File: src/rtl/core/b64sd_pkg.sv
// Package for the base64 stream decoder: types and constants shared by the
// front end, the queue and the back end, and the symbol and byte-packing
// helpers used by the front end. No dependencies.
`default_nettype none

package b64sd_pkg;

  // Decoded byte counter width (saturating) and the width shown at the port
  localparam int COUNT_BITS  = 24;
  localparam int OUT_COUNT_W = 24;

  // Command queue between front and back
  localparam int FIFO_DEPTH = 4;
  localparam int FIFO_PTR_W = $clog2(FIFO_DEPTH);
  localparam int FIFO_CNT_W = $clog2(FIFO_DEPTH + 1);

  // Special characters
  localparam logic [7:0] CHAR_PAD = 8'h3D;  // '='
  localparam logic [7:0] CHAR_CR  = 8'h0D;
  localparam logic [7:0] CHAR_LF  = 8'h0A;
  localparam logic [7:0] CHAR_NUL = 8'h00;

  // Value forced into the third byte by an invalid fourth character
  localparam logic [7:0] BYTE_BAD = 8'hFF;

  typedef enum logic [2:0] {
    PH_START,
    PH_AFTER_GROUP,
    PH_AFTER_CR,
    PH_IN_GROUP,
    PH_DONE
  } b64sd_phase_e;

  // One queued command: up to three bytes, or none for an end-only marker
  typedef struct packed {
    logic [2:0][7:0] bytes;
    logic [1:0]      nbytes;
    logic            eom;
  } b64sd_cmd_t;

  // Returns {invalid, symbol}; an invalid character maps to symbol 63
  function automatic logic [6:0] sym_lookup(logic [7:0] c);
    logic [7:0] d;
    logic       bad;
    d   = 8'h3F;
    bad = 1'b1;
    if (c >= 8'h41 && c <= 8'h5A) begin
      d   = c - 8'h41;
      bad = 1'b0;
    end else if (c >= 8'h61 && c <= 8'h7A) begin
      d   = c - 8'h47;
      bad = 1'b0;
    end else if (c >= 8'h30 && c <= 8'h39) begin
      d   = c + 8'h04;
      bad = 1'b0;
    end else if (c == 8'h2B) begin
      d   = 8'h3E;
      bad = 1'b0;
    end else if (c == 8'h2F) begin
      d   = 8'h3F;
      bad = 1'b0;
    end
    return {bad, d[5:0]};
  endfunction

  // Pack three symbols into three bytes; fourth is ORed into the third byte
  function automatic logic [2:0][7:0] pack_bytes(logic [5:0] h0, logic [5:0] h1,
                                                 logic [5:0] h2, logic [7:0] fourth);
    logic [2:0][7:0] b;
    b[0] = {h0, h1[5:4]};
    b[1] = {h1[3:0], h2[5:2]};
    b[2] = {h2[1:0], 6'b0} | fourth;
    return b;
  endfunction

endpackage

`default_nettype wire

File: src/rtl/core/b64sd_if.sv
// Stream interfaces of the base64 stream decoder: character input and byte output.
// Depends on b64sd_pkg for the count width.
`default_nettype none

interface b64sd_char_if;
  logic       valid;
  logic       ready;
  logic [7:0] char_code;
  logic       last;

  modport source (output valid, output char_code, output last, input ready);
  modport sink   (input valid, input char_code, input last, output ready);
endinterface

interface b64sd_byte_if;
  logic                               valid;
  logic                               ready;
  logic [7:0]                         data_byte;
  logic                               byte_valid;
  logic                               end_of_message;
  logic [b64sd_pkg::OUT_COUNT_W-1:0]  byte_count;

  modport source (output valid, output data_byte, output byte_valid,
                  output end_of_message, output byte_count, input ready);
  modport sink   (input valid, input data_byte, input byte_valid,
                  input end_of_message, input byte_count, output ready);
endinterface

`default_nettype wire

File: src/rtl/core/b64sd_front.sv
// Front end: accepts characters, tracks group and line-break phase, and
// turns each completed or closed group into one queued command.
// Depends on b64sd_pkg and b64sd_if.
`default_nettype none

module b64sd_front (
  input  wire                    clk_i,
  input  wire                    rst_ni,
  b64sd_char_if.sink             char_i,
  input  wire                    cmd_full_i,
  output logic                   cmd_push_o,
  output b64sd_pkg::b64sd_cmd_t  cmd_o
);

  b64sd_pkg::b64sd_phase_e phase_q, phase_d;
  logic [1:0] pos_q, pos_d;
  logic [5:0] h0_q, h0_d, h1_q, h1_d, h2_q, h2_d;
  logic       pad_q, pad_d;

  logic       acc;
  logic [6:0] lk;
  logic [5:0] sym;
  logic       bad;
  logic       is_pad;
  logic       skip_cr;
  logic       skip_lf;

  assign char_i.ready = !cmd_full_i;
  assign acc     = char_i.valid && char_i.ready;
  assign lk      = b64sd_pkg::sym_lookup(char_i.char_code);
  assign sym     = lk[5:0];
  assign bad     = lk[6];
  assign is_pad  = (char_i.char_code == b64sd_pkg::CHAR_PAD);
  assign skip_cr = (phase_q == b64sd_pkg::PH_AFTER_GROUP) &&
                   (char_i.char_code == b64sd_pkg::CHAR_CR);
  assign skip_lf = (phase_q == b64sd_pkg::PH_AFTER_CR) &&
                   (char_i.char_code == b64sd_pkg::CHAR_LF);

  // Next state
  always_comb begin
    phase_d = phase_q;
    pos_d   = pos_q;
    h0_d    = h0_q;
    h1_d    = h1_q;
    h2_d    = h2_q;
    pad_d   = pad_q;
    if (acc) begin
      case (phase_q)
        b64sd_pkg::PH_IN_GROUP: begin
          case (pos_q)
            2'd1: begin
              h1_d  = sym;
              pos_d = 2'd2;
            end
            2'd2: begin
              if (is_pad) begin
                pad_d = 1'b1;
              end else begin
                h2_d = sym;
              end
              pos_d = 2'd3;
            end
            default: begin
              // group complete: clear and wait for a possible line break
              phase_d = b64sd_pkg::PH_AFTER_GROUP;
              pos_d   = 2'd0;
              h0_d    = '0;
              h1_d    = '0;
              h2_d    = '0;
              pad_d   = 1'b0;
            end
          endcase
        end
        b64sd_pkg::PH_START, b64sd_pkg::PH_AFTER_GROUP, b64sd_pkg::PH_AFTER_CR: begin
          if (skip_cr) begin
            phase_d = b64sd_pkg::PH_AFTER_CR;
          end else if (skip_lf) begin
            phase_d = b64sd_pkg::PH_START;
          end else if (char_i.char_code == b64sd_pkg::CHAR_NUL) begin
            phase_d = b64sd_pkg::PH_DONE;
          end else begin
            h0_d    = sym;
            pos_d   = 2'd1;
            phase_d = b64sd_pkg::PH_IN_GROUP;
          end
        end
        default: begin
        end
      endcase
      if (char_i.last) begin
        phase_d = b64sd_pkg::PH_START;
        pos_d   = 2'd0;
        h0_d    = '0;
        h1_d    = '0;
        h2_d    = '0;
        pad_d   = 1'b0;
      end
    end
  end

  // Command for this transaction
  always_comb begin
    cmd_o.bytes  = b64sd_pkg::pack_bytes(h0_q, h1_q, h2_q, 8'h00);
    cmd_o.nbytes = 2'd0;
    cmd_o.eom    = char_i.last;
    case (phase_q)
      b64sd_pkg::PH_IN_GROUP: begin
        case (pos_q)
          2'd1: begin
            if (char_i.last) begin
              cmd_o.bytes  = b64sd_pkg::pack_bytes(h0_q, sym, 6'd0, 8'h00);
              cmd_o.nbytes = 2'd1;
            end
          end
          2'd2: begin
            if (char_i.last) begin
              // closing on the third character: a pad leaves one byte, else two
              cmd_o.bytes  = b64sd_pkg::pack_bytes(h0_q, h1_q, is_pad ? h2_q : sym, 8'h00);
              cmd_o.nbytes = is_pad ? 2'd1 : 2'd2;
            end
          end
          default: begin
            if (pad_q) begin
              cmd_o.nbytes = 2'd1;
            end else if (is_pad) begin
              cmd_o.nbytes = 2'd2;
            end else begin
              cmd_o.bytes  = b64sd_pkg::pack_bytes(h0_q, h1_q, h2_q,
                                                   bad ? b64sd_pkg::BYTE_BAD : {2'b00, sym});
              cmd_o.nbytes = 2'd3;
            end
          end
        endcase
      end
      b64sd_pkg::PH_START, b64sd_pkg::PH_AFTER_GROUP, b64sd_pkg::PH_AFTER_CR: begin
        // a lone first character closes as one byte with the second forced to 63
        if (char_i.last && !skip_cr && !skip_lf &&
            char_i.char_code != b64sd_pkg::CHAR_NUL) begin
          cmd_o.bytes  = b64sd_pkg::pack_bytes(sym, 6'h3F, 6'd0, 8'h00);
          cmd_o.nbytes = 2'd1;
        end
      end
      default: begin
      end
    endcase
    cmd_push_o = acc && ((cmd_o.nbytes != 2'd0) || char_i.last);
  end

  always_ff @(posedge clk_i or negedge rst_ni) begin
    if (!rst_ni) begin
      phase_q <= b64sd_pkg::PH_START;
      pos_q   <= 2'd0;
      h0_q    <= '0;
      h1_q    <= '0;
      h2_q    <= '0;
      pad_q   <= 1'b0;
    end else begin
      phase_q <= phase_d;
      pos_q   <= pos_d;
      h0_q    <= h0_d;
      h1_q    <= h1_d;
      h2_q    <= h2_d;
      pad_q   <= pad_d;
    end
  end

endmodule

`default_nettype wire

File: src/rtl/core/b64sd_cmd_fifo.sv
// Short command queue between front and back end of the base64 decoder.
// Depends on b64sd_pkg for the command type and depth.
`default_nettype none

module b64sd_cmd_fifo (
  input  wire                    clk_i,
  input  wire                    rst_ni,
  input  wire                    push_i,
  input  wire b64sd_pkg::b64sd_cmd_t push_data_i,
  output logic                   full_o,
  input  wire                    pop_i,
  output logic                   empty_o,
  output b64sd_pkg::b64sd_cmd_t  head_o
);

  localparam logic [b64sd_pkg::FIFO_PTR_W-1:0] LastPtr =
    b64sd_pkg::FIFO_PTR_W'(b64sd_pkg::FIFO_DEPTH - 1);
  localparam logic [b64sd_pkg::FIFO_CNT_W-1:0] FullCnt =
    b64sd_pkg::FIFO_CNT_W'(b64sd_pkg::FIFO_DEPTH);

  b64sd_pkg::b64sd_cmd_t entry_q [b64sd_pkg::FIFO_DEPTH];
  logic [b64sd_pkg::FIFO_PTR_W-1:0] wr_q, rd_q;
  logic [b64sd_pkg::FIFO_CNT_W-1:0] cnt_q;
  logic do_push, do_pop;

  assign full_o  = (cnt_q == FullCnt);
  assign empty_o = (cnt_q == '0);
  assign head_o  = entry_q[rd_q];
  assign do_push = push_i && !full_o;
  assign do_pop  = pop_i && !empty_o;

  always_ff @(posedge clk_i) begin
    if (do_push) begin
      entry_q[wr_q] <= push_data_i;
    end
  end

  always_ff @(posedge clk_i or negedge rst_ni) begin
    if (!rst_ni) begin
      wr_q  <= '0;
      rd_q  <= '0;
      cnt_q <= '0;
    end else begin
      if (do_push) begin
        wr_q <= (wr_q == LastPtr) ? '0 : wr_q + 1'b1;
      end
      if (do_pop) begin
        rd_q <= (rd_q == LastPtr) ? '0 : rd_q + 1'b1;
      end
      case ({do_push, do_pop})
        2'b10:   cnt_q <= cnt_q + 1'b1;
        2'b01:   cnt_q <= cnt_q - 1'b1;
        default: cnt_q <= cnt_q;
      endcase
    end
  end

endmodule

`default_nettype wire

File: src/rtl/core/b64sd_back.sv
// Back end: plays out each queued command one byte per cycle into the
// output register while it is not held off, and keeps the saturating byte
// count of the message. Depends on b64sd_pkg and b64sd_if.
`default_nettype none

module b64sd_back (
  input  wire                    clk_i,
  input  wire                    rst_ni,
  input  wire                    head_valid_i,
  input  wire b64sd_pkg::b64sd_cmd_t head_i,
  output logic                   pop_o,
  b64sd_byte_if.source           byte_o
);

  logic [b64sd_pkg::COUNT_BITS-1:0]  count_q;
  logic [b64sd_pkg::COUNT_BITS-1:0]  count_inc;
  logic [1:0]                        idx_q;
  logic [1:0]                        last_idx;
  logic                              has_byte;
  logic                              fin;
  logic                              step;
  logic [31:0]                       count_ext;

  logic                              ov_q;
  logic [7:0]                        data_q;
  logic                              bval_q;
  logic                              eom_q;
  logic [b64sd_pkg::OUT_COUNT_W-1:0] bcnt_q;

  assign has_byte  = (head_i.nbytes != 2'd0);
  assign last_idx  = has_byte ? 2'(head_i.nbytes - 2'd1) : 2'd0;
  assign fin       = (idx_q == last_idx);
  assign step      = head_valid_i && (!ov_q || byte_o.ready);
  assign pop_o     = step && fin;
  assign count_inc = (has_byte && count_q != '1) ? count_q + 1'b1 : count_q;
  assign count_ext = 32'(count_inc);

  assign byte_o.valid          = ov_q;
  assign byte_o.data_byte      = data_q;
  assign byte_o.byte_valid     = bval_q;
  assign byte_o.end_of_message = eom_q;
  assign byte_o.byte_count     = bcnt_q;

  always_ff @(posedge clk_i) begin
    if (step) begin
      data_q <= has_byte ? head_i.bytes[idx_q] : 8'h00;
      bval_q <= has_byte;
      eom_q  <= head_i.eom && fin;
      bcnt_q <= count_ext[b64sd_pkg::OUT_COUNT_W-1:0];
    end
  end

  always_ff @(posedge clk_i or negedge rst_ni) begin
    if (!rst_ni) begin
      ov_q    <= 1'b0;
      idx_q   <= 2'd0;
      count_q <= '0;
    end else begin
      if (step) begin
        ov_q  <= 1'b1;
        idx_q <= fin ? 2'd0 : idx_q + 2'd1;
        // restart the count once the message's final result is out
        count_q <= (head_i.eom && fin) ? '0 : count_inc;
      end else if (byte_o.ready) begin
        ov_q <= 1'b0;
      end
    end
  end

endmodule

`default_nettype wire

File: src/rtl/core/base64_stream_decoder_unit.sv
// Base64 stream decoder, top level: front end, command queue and back end.
// Depends on b64sd_pkg, b64sd_if, b64sd_front, b64sd_cmd_fifo and b64sd_back.
//
// Takes one base64 character per cycle and delivers decoded bytes one per
// cycle through a registered output. A group of four characters yields up to
// three bytes as a single command in a four-entry queue; the back end plays a
// command out one byte at a time and moves straight on to the next one, so
// sustained input is one character per cycle. Input stalls only when the queue
// is full, which happens when the output is held off. Every message ends with
// one result marked end_of_message, an end-only marker when the final
// character gives no byte; the count restarts after it.
`default_nettype none

module base64_stream_decoder_unit (
  input  wire           clk_i,
  input  wire           rst_ni,
  b64sd_char_if.sink    char_i,
  b64sd_byte_if.source  byte_o
);

  logic                  cmd_push;
  logic                  cmd_full;
  logic                  cmd_empty;
  logic                  cmd_pop;
  b64sd_pkg::b64sd_cmd_t cmd_in;
  b64sd_pkg::b64sd_cmd_t cmd_head;

  b64sd_front u_front (
    .clk_i      (clk_i),
    .rst_ni     (rst_ni),
    .char_i     (char_i),
    .cmd_full_i (cmd_full),
    .cmd_push_o (cmd_push),
    .cmd_o      (cmd_in)
  );

  b64sd_cmd_fifo u_fifo (
    .clk_i       (clk_i),
    .rst_ni      (rst_ni),
    .push_i      (cmd_push),
    .push_data_i (cmd_in),
    .full_o      (cmd_full),
    .pop_i       (cmd_pop),
    .empty_o     (cmd_empty),
    .head_o      (cmd_head)
  );

  b64sd_back u_back (
    .clk_i        (clk_i),
    .rst_ni       (rst_ni),
    .head_valid_i (!cmd_empty),
    .head_i       (cmd_head),
    .pop_o        (cmd_pop),
    .byte_o       (byte_o)
  );

endmodule

`default_nettype wire
File: src/flat_wrapper.sv
// flat-port wrapper written by rule: the top's interface ports become plain ports
module base64_stream_decoder_unit_flat 
  (clk_i, rst_ni, char_i_valid, char_i_char_code, char_i_last, char_i_ready, byte_o_valid, byte_o_data_byte, byte_o_byte_valid, byte_o_end_of_message, byte_o_byte_count, byte_o_ready);
  b64sd_char_if char_i_i ();
  b64sd_byte_if byte_o_i ();
  input  wire clk_i;
  input  wire rst_ni;
  input wire logic [$bits(char_i_i.valid)-1:0] char_i_valid;
  input wire logic [$bits(char_i_i.char_code)-1:0] char_i_char_code;
  input wire logic [$bits(char_i_i.last)-1:0] char_i_last;
  output wire logic [$bits(char_i_i.ready)-1:0] char_i_ready;
  output wire logic [$bits(byte_o_i.valid)-1:0] byte_o_valid;
  output wire logic [$bits(byte_o_i.data_byte)-1:0] byte_o_data_byte;
  output wire logic [$bits(byte_o_i.byte_valid)-1:0] byte_o_byte_valid;
  output wire logic [$bits(byte_o_i.end_of_message)-1:0] byte_o_end_of_message;
  output wire logic [$bits(byte_o_i.byte_count)-1:0] byte_o_byte_count;
  input wire logic [$bits(byte_o_i.ready)-1:0] byte_o_ready;
  assign char_i_i.valid = char_i_valid;
  assign char_i_i.char_code = char_i_char_code;
  assign char_i_i.last = char_i_last;
  assign char_i_ready = char_i_i.ready;
  assign byte_o_valid = byte_o_i.valid;
  assign byte_o_data_byte = byte_o_i.data_byte;
  assign byte_o_byte_valid = byte_o_i.byte_valid;
  assign byte_o_end_of_message = byte_o_i.end_of_message;
  assign byte_o_byte_count = byte_o_i.byte_count;
  assign byte_o_i.ready = byte_o_ready;
  base64_stream_decoder_unit u_core (.clk_i(clk_i), .rst_ni(rst_ni), .char_i(char_i_i), .byte_o(byte_o_i));
endmodule
File: config.mk
export PLATFORM = sky130hd
export DESIGN_NAME = base64_stream_decoder_unit_flat
export DESIGN_NICKNAME = d
export VERILOG_FILES = /design/src/rtl/core/b64sd_pkg.sv /design/src/rtl/core/b64sd_if.sv /design/src/rtl/core/b64sd_front.sv /design/src/rtl/core/b64sd_cmd_fifo.sv /design/src/rtl/core/b64sd_back.sv /design/src/rtl/core/base64_stream_decoder_unit.sv /design/src/flat_wrapper.sv
export SDC_FILE = /design/constraint.sdc
export NUM_CORES = 1
export LEC_CHECK = 0
export BUFFER_PORTS_ARGS = -buffer_cell sky130_fd_sc_hd__buf_2
export CAP_MARGIN = 20
export CORE_ASPECT_RATIO = 0.7
export CORE_UTILIZATION = 53
export DETAILED_ROUTE_END_ITERATION = 16
export PLACE_DENSITY = 0.75
export SKIP_CTS_REPAIR_TIMING = 1
export SLEW_MARGIN = 20
export SYNTH_ARGS = -nofsm -noshare
export SYNTH_HDL_FRONTEND = slang
export SYNTH_SLANG_ARGS = --single-unit
File: constraint.sdc
create_clock -name clk_i -period 2.8 [get_ports clk_i]
set_clock_uncertainty 0.15 [all_clocks]
set_input_delay 0.84 -clock clk_i [delete_from_list [all_inputs] [get_ports clk_i]]
set_output_delay 0.84 -clock clk_i [all_outputs]
set_load 0.05 [all_outputs]
# Yosys cells after proc, flatten, opt, wreduce, memory -nomap -nowiden
# Memory sizes are Yosys's and may differ from the RTL's.
# Index checks and enable logic that the tools add are counted.
[totals] latch_bits=0 out_inout_bits=36 ramBits=108 memories=1 romBits=0 input_bits=13 register_bits=92
[mem_list] name="u_core.u_fifo.entry_q" depth=4 width=27 rd=1 rd_ports_with_merged_regs=0 write_ports=1 line_no="b64sd_cmd_fifo.sv:21" source="b64sd_pkg::b64sd_cmd_t entry_q [b64sd_pkg::FIFO_DEPTH];"
[classes] muxes=62 n_mul=0 reduce_logical=41 n_bitwise=1 shifts=0 eq_ne=24 magnitude_cmp=7 n_addsub=10 div_mod_pow=0
[op_table] op="$pmux 26 s2" count=2
[op_table] op="$mux 24" count=4
[op_table] op="$mux 26" count=3
[op_table] op="$mux 6" count=13
[op_table] op="$pmux 6 s2" count=3
[op_table] op="$add 24x1->24 const B" count=1
[op_table] op="$eq 8x6->1 const B" count=3
[op_table] op="$ne 24x24->1 const B" count=1
[op_table] op="$mux 2" count=10
[op_table] op="$bmux 8 s2" count=1
[op_table] op="$eq 8x4->1 const B" count=2
[op_table] op="$ge 8x7->1 const B" count=2
[op_table] op="$le 8x7->1 const B" count=2
[op_table] op="$logic_and 1x1->1" count=16
[op_table] op="$mux 8" count=2
[op_table] op="$mux 3" count=5
[op_table] op="$ne 3x3->1 const B" count=5
[op_table] op="$mux 1" count=14
[op_table] op="$pmux 3 s2" count=2
[op_table] op="$reduce_bool 2->1" count=5
[op_table] op="$reduce_and 3->1" count=3
[op_table] op="$eq 2x2->1 const B" count=4
[op_table] op="$ge 8x6->1 const B" count=1
[op_table] op="$le 8x6->1 const B" count=1
[op_table] op="other kinds (28)" count=40

# Logic depth before layout (Yosys ltp)
[logic_depth] word_depth=18 depth_mapped=12 depth_no_buf=11

# Modules after synthesis
# A second synthesis with hierarchy kept.
[hier_totals] cells_unflattened=756 hier_area_um2=9756.9
[by_module_without_submodules] mod="b64sd_cmd_fifo" cells_per_inst=181 area_each_um2=4355.4 seq_area_each_um2=3418.3 n_inst=1
[by_module_without_submodules] mod="b64sd_back" cells_per_inst=309 area_each_um2=3239.4 seq_area_each_um2=1696.6 n_inst=1
[by_module_without_submodules] mod="b64sd_front" cells_per_inst=265 area_each_um2=2158.3 seq_area_each_um2=600.6 n_inst=1
[by_module_without_submodules] mod="base64_stream_decoder_unit" cells_per_inst=1 area_each_um2=3.8 seq_area_each_um2=0.0 n_inst=1

# Worst setup path after synthesis
# No wires, ideal clock.
[synth_path] path_kind="input -> register" startpoint="input char_i_char_code[2]" endpoint="memory u_core.u_fifo.entry_q[0][11] (netlist name) (data pin)" path_buffers=0 path_slack_ps=-289 arrival_time_ps=2708 stages=8 required_time_ps=2420 cell_sequence="inv_1 -> ha_1 -> a21o_1 -> nor3b_1 -> nor3_1 -> a221o_1 -> mux2_2 -> o311ai_1"
[synth_lines] element="start: declaration" line_no="flat_wrapper.sv:9" source="input wire logic [$bits(char_i_i.char_code)-1:0] char_i_char_code;"
[synth_lines] element="end: declaration" line_no="b64sd_cmd_fifo.sv:21"

# Worst setup path in the final report
[layout_path] startpoint="register u_core.u_fifo.rd_q[0] (netlist name)" endpoint="register u_core.u_fifo.cnt_q[2] (netlist name)"
[layout_via] elab_chain_cells=8
[layout_rtl] element="start: declaration" line_no="b64sd_cmd_fifo.sv:22" source="logic [b64sd_pkg::FIFO_PTR_W-1:0] wr_q, rd_q;"
[layout_rtl] element="start signal: assignment" line_no="b64sd_cmd_fifo.sv:48" source="rd_q <= (rd_q == LastPtr) ? '0 : rd_q + 1'b1;"
[layout_rtl] element="$mem_v2 4x27 (*)"
[layout_rtl] element="$sub 2x1->2 or $reduce_bool 2->1 (tied branches)" line_no="b64sd_back.sv:31, b64sd_back.sv:30"
[layout_rtl] element="$mux 2 (*)" line_no="b64sd_back.sv:31" source="assign last_idx = has_byte ? 2'(head_i.nbytes - 2'd1) : 2'd0;"
[layout_rtl] element="$eq 2x2->1 (*)" line_no="b64sd_back.sv:32" source="assign fin = (idx_q == last_idx);"
[layout_rtl] element="$logic_and 1x1->1 (*)" line_no="b64sd_back.sv:34" source="assign pop_o = step && fin;"
[layout_rtl] element="$logic_and 1x1->1 (*)" line_no="b64sd_cmd_fifo.sv:30" source="assign do_pop = pop_i && !empty_o;"
[layout_rtl] element="via u_core.u_fifo.do_pop" line_no="b64sd_cmd_fifo.sv:24" source="logic do_push, do_pop;"
[layout_rtl] element="$eq 2x1->1 or $eq 2x2->1 (tied branches)" line_no="b64sd_cmd_fifo.sv:50" source="case ({do_push, do_pop})"
[layout_rtl] element="$pmux 3 s2 or $reduce_bool 2->1 (tied branches)"
[layout_rtl] element="end signal: assignment" line_no="b64sd_cmd_fifo.sv:51" source="2'b10: cnt_q <= cnt_q + 1'b1;"
[layout_rtl] element="end signal: assignment" line_no="b64sd_cmd_fifo.sv:52" source="2'b01: cnt_q <= cnt_q - 1'b1;"
[layout_rtl] element="end signal: assignment" line_no="b64sd_cmd_fifo.sv:53" source="default: cnt_q <= cnt_q;"
[layout_rtl] element="end: declaration" line_no="b64sd_cmd_fifo.sv:23" source="logic [b64sd_pkg::FIFO_CNT_W-1:0] cnt_q;"
# Mark *: on every way through the listed nets, which the timed path passes. The rest lies on a longest branch.
# A chain may end at the register's enable or synchronous reset.

==> run metrics <==
status finished, final reports clean; ys async rst share between 20 and 30%; total I/O pin count 49; first-pass detailed-route iteration total 6; Avg WL per Cell 19.77 µm; Post-synth EDFFs approximately 140; DIE WIDTH 161.6 µm; RSZ-0062 raised after global routing true; num rows 40; Worst R2R Setup Slack 0.05 ns; Via density 6.032; Final WS setup just under 0.05 ns; Root Buffer clkbuf_16; Leakage Power 4.419 nW; largest net degree at the start of global routing 50; initial antenna violation count 0; Fmax 363.5 MHz; vias in the first global route 6590; Critical Path Source u_core.u_fifo.rd_q[0]$_DFFE_PN0P_; Pwr Total 10.79 mW; met1 Usage GRT 37.30%; CTS Sinks 200; fin crit share 98.26%; area of the multi-input gates 0.003627 mm²; CP Cell Sequence mux4_2 -> nor2_2 -> a211o_1 -> nand3_2 -> inv_1 -> ha_2 -> inv_1 -> fa_1 -> xor2_1 -> nor2_1 -> xor2_1; Routed Antenna Nets 0; Required @ worst endpoint around 3 ns; Max transition margin 49.05%; Storage cell area between 0.005 and 0.006 mm²; post-route cell area 0.01129 mm²; Worst Tran Pin Value 0.7627 ns; #FFs+latches synth 200; sequential power share 39.6%; Final min period 2.751 ns; worst-path maximum fanout 4; Cell variety after synth between 70 and 80; diode count 0; DP Cell Count 1073; Hold Vio Cnt, Final 0; top cells by count, synth edfxtp_1 (142), nand2_1 (72), dfrtp_1 (58), nor2_1 (52), o21ai_0 (46); most common cell in the synthesized netlist edfxtp_1; clk slew on worst S/H paths 0.07 ns; Netlist Area Pre-Place 0.009445 mm²; Fin Setup TNS 0 ns; HPWL Detailed 15060 µm; 1st-iter DRT viols 700; Combinational Power Share 38.6%; Reg2Reg Launch Point u_core.u_fifo.rd_q[0]$_DFFE_PN0P_; Switching Share 38.34%; clk buf depth 2; Yosys top cell by area edfxtp_1; CP max stage delay 0.57 ns; share of the synthesized area in the top cell type 45.15%; Initial Util 54.54%; total CTS buffers 17; Syn-to-layout area delta 19.57%; final global-route overflow total 0; worst vdd ir about 0.6 mV; TritonCTS clock tree done; highest-delay cell along the critical path mux4_2; total number of vias 6684; Synthesized Nets between 700 and 800; Core Util, Final 65.22%; clk_lat worst skew 0.44 ns; Total GRT Usage 25.37%; layout cell share with drive strength beyond 1 26.23%; Fillers around 1.3k; Startpoint Class flip-flop; Buffers on Ports 48; Residual DRC 0; most used routing layer met2; Max Cap Viol 0; die footprint 0.01837 mm²; H-Tree Depth 4; CP endpoint kind flip-flop; Syn Inst Count 739; Nets 898; Worst Hold Slack 0.1429 ns; first-pass GRT wire length 35270 µm; DIE HEIGHT 113.7 µm; Clk pwr share 21.8%; Synth Flop Type edfxtp_1; pre-CTS setup slack -0.4190 ns; Area after DPL 0.01061 mm²; Routed WL 21900 µm; Synth warnings 0; Avg Cell Area, Syn 12.78 µm²; critical path class reg -> reg; Core Box Area 0.01732 mm²; Non-Filler Instances 1108; GR Layer Usage met2 38.42%; sw power 4.137 mW; met3 GRT Util 6.291%; Area contributors post-synth edfxtp_1 (45%), dfrtp_1 (15%), mux4_2 (6.4%); Final setup viols 0; Routability Congestion approximately 0.9; min-delay worst type in -> async; power density over the cells about 960 mW/mm²; CP delay by family, top multiplexers; final slew viol count 0; Int Power 6.654 mW; critical path data arrival time 2.96 ns; post-synthesis sequential area ratio 60.51%; Crit path buffers/inverters 2
## layout by cell type, fill, tap and decap left out, types with 13 or more instances in the layout
cell and instances:
inv_1 24, dfrtp_1 57, buf_4 80, edfxtp_1 142, o21ai_0 43, a21o_1 13
nand2_1 72, nor3_1 13, xor2_1 16, mux4_2 27, xnor2_1 15, ha_1 14
clkbuf_16 17, a21oi_1 23, a22o_1 19, nand3_1 16, buf_2 47, nor2_1 51
## worst reg2reg max path: cells and delay by family (launching register included)
family                     cells  cell delay [ns]
AOI/OAI and AO/OA              1             0.17
xor gates and xnor gates       2             0.31
adders and majority gates      2             0.56
buffers and inverters          2             0.13
DFF                            1             0.42
muxes                          1             0.57
and+or+nand+nor                3             0.36
## layout make-up
cell class,count,area share [%]
clock buffer,18,3.800
clock inverter,14,1.208
inverter,30,1.030
multi-input combinational,480,32.12
sequential,200,50.62
tap,231,2.559
timing repair buffer,135,8.664
## worst paths after layout
kind,to,depth (start not counted)
worst min register to register,u_core.u_front.h1_q[3]$_DFFE_PN0P_,2
min in group clk_i,u_core.u_front.h1_q[3]$_DFFE_PN0P_,2
worst min-delay path,u_core.u_back.count_q[21]$_DFFE_PN0P_,1
worst max register to register,u_core.u_fifo.cnt_q[2]$_DFFE_PN0P_,11
max in group asynchronous,u_core.u_front.h1_q[2]$_DFFE_PN0P_,2
worst max-delay path,u_core.u_fifo.cnt_q[2]$_DFFE_PN0P_,11
## metal layers
layer  share of wire [%]  vias up
met4                0.94        0
met2                  46      249
met3                 7.4       18
met5                   0        -
li1                    -     3032
met1                  46     3385
## power by group through the flow
| stage | sequential (mW) | combinational, mW | clock (mW) |
|---|---|---|---|
| floorplan | 4.94 | 2.18 | 0 |
| global placement | 4.28 | 3.90 | 0 |
| detailed placement | 4.32 | 4.04 | 0 |
| finish | 4.27 | 4.17 | 2.35 |
| global route | 4.33 | 4.50 | 2.49 |
| CTS | 4.27 | 4.07 | 2.37 |
## flip-flops by register name, summed over array words and instances, names as in the netlist, 2 cells and up
signal,cells
u_core.u_back.byte_o.byte_count,24
u_core.u_back.byte_o.data_byte,8
u_core.u_back.count_q,24
u_core.u_back.idx_q,2
u_core.u_fifo.cnt_q,3
u_core.u_fifo.entry_q,108
u_core.u_fifo.rd_q,2
u_core.u_fifo.wr_q,2
u_core.u_front.h0_q,6
u_core.u_front.h1_q,6
u_core.u_front.h2_q,6
u_core.u_front.phase_q,3
u_core.u_front.pos_q,2
## cells by family (layout without fill, tap and decap cells)
logic type,count (synthesis),in the layout,synth area share (%)
AND/OR/NAND/NOR,223,223,11.52
flip-flops,200,200,60.51
AO/OA/AOI/OAI,166,166,11.92
buffers and inverters,59,197,2.543
multiplexers,39,39,7.763
XOR/XNOR,31,31,2.875
adder cells (fa/ha/maj),21,21,2.861
No activity file was read; power rests on OpenSTA's default activity.
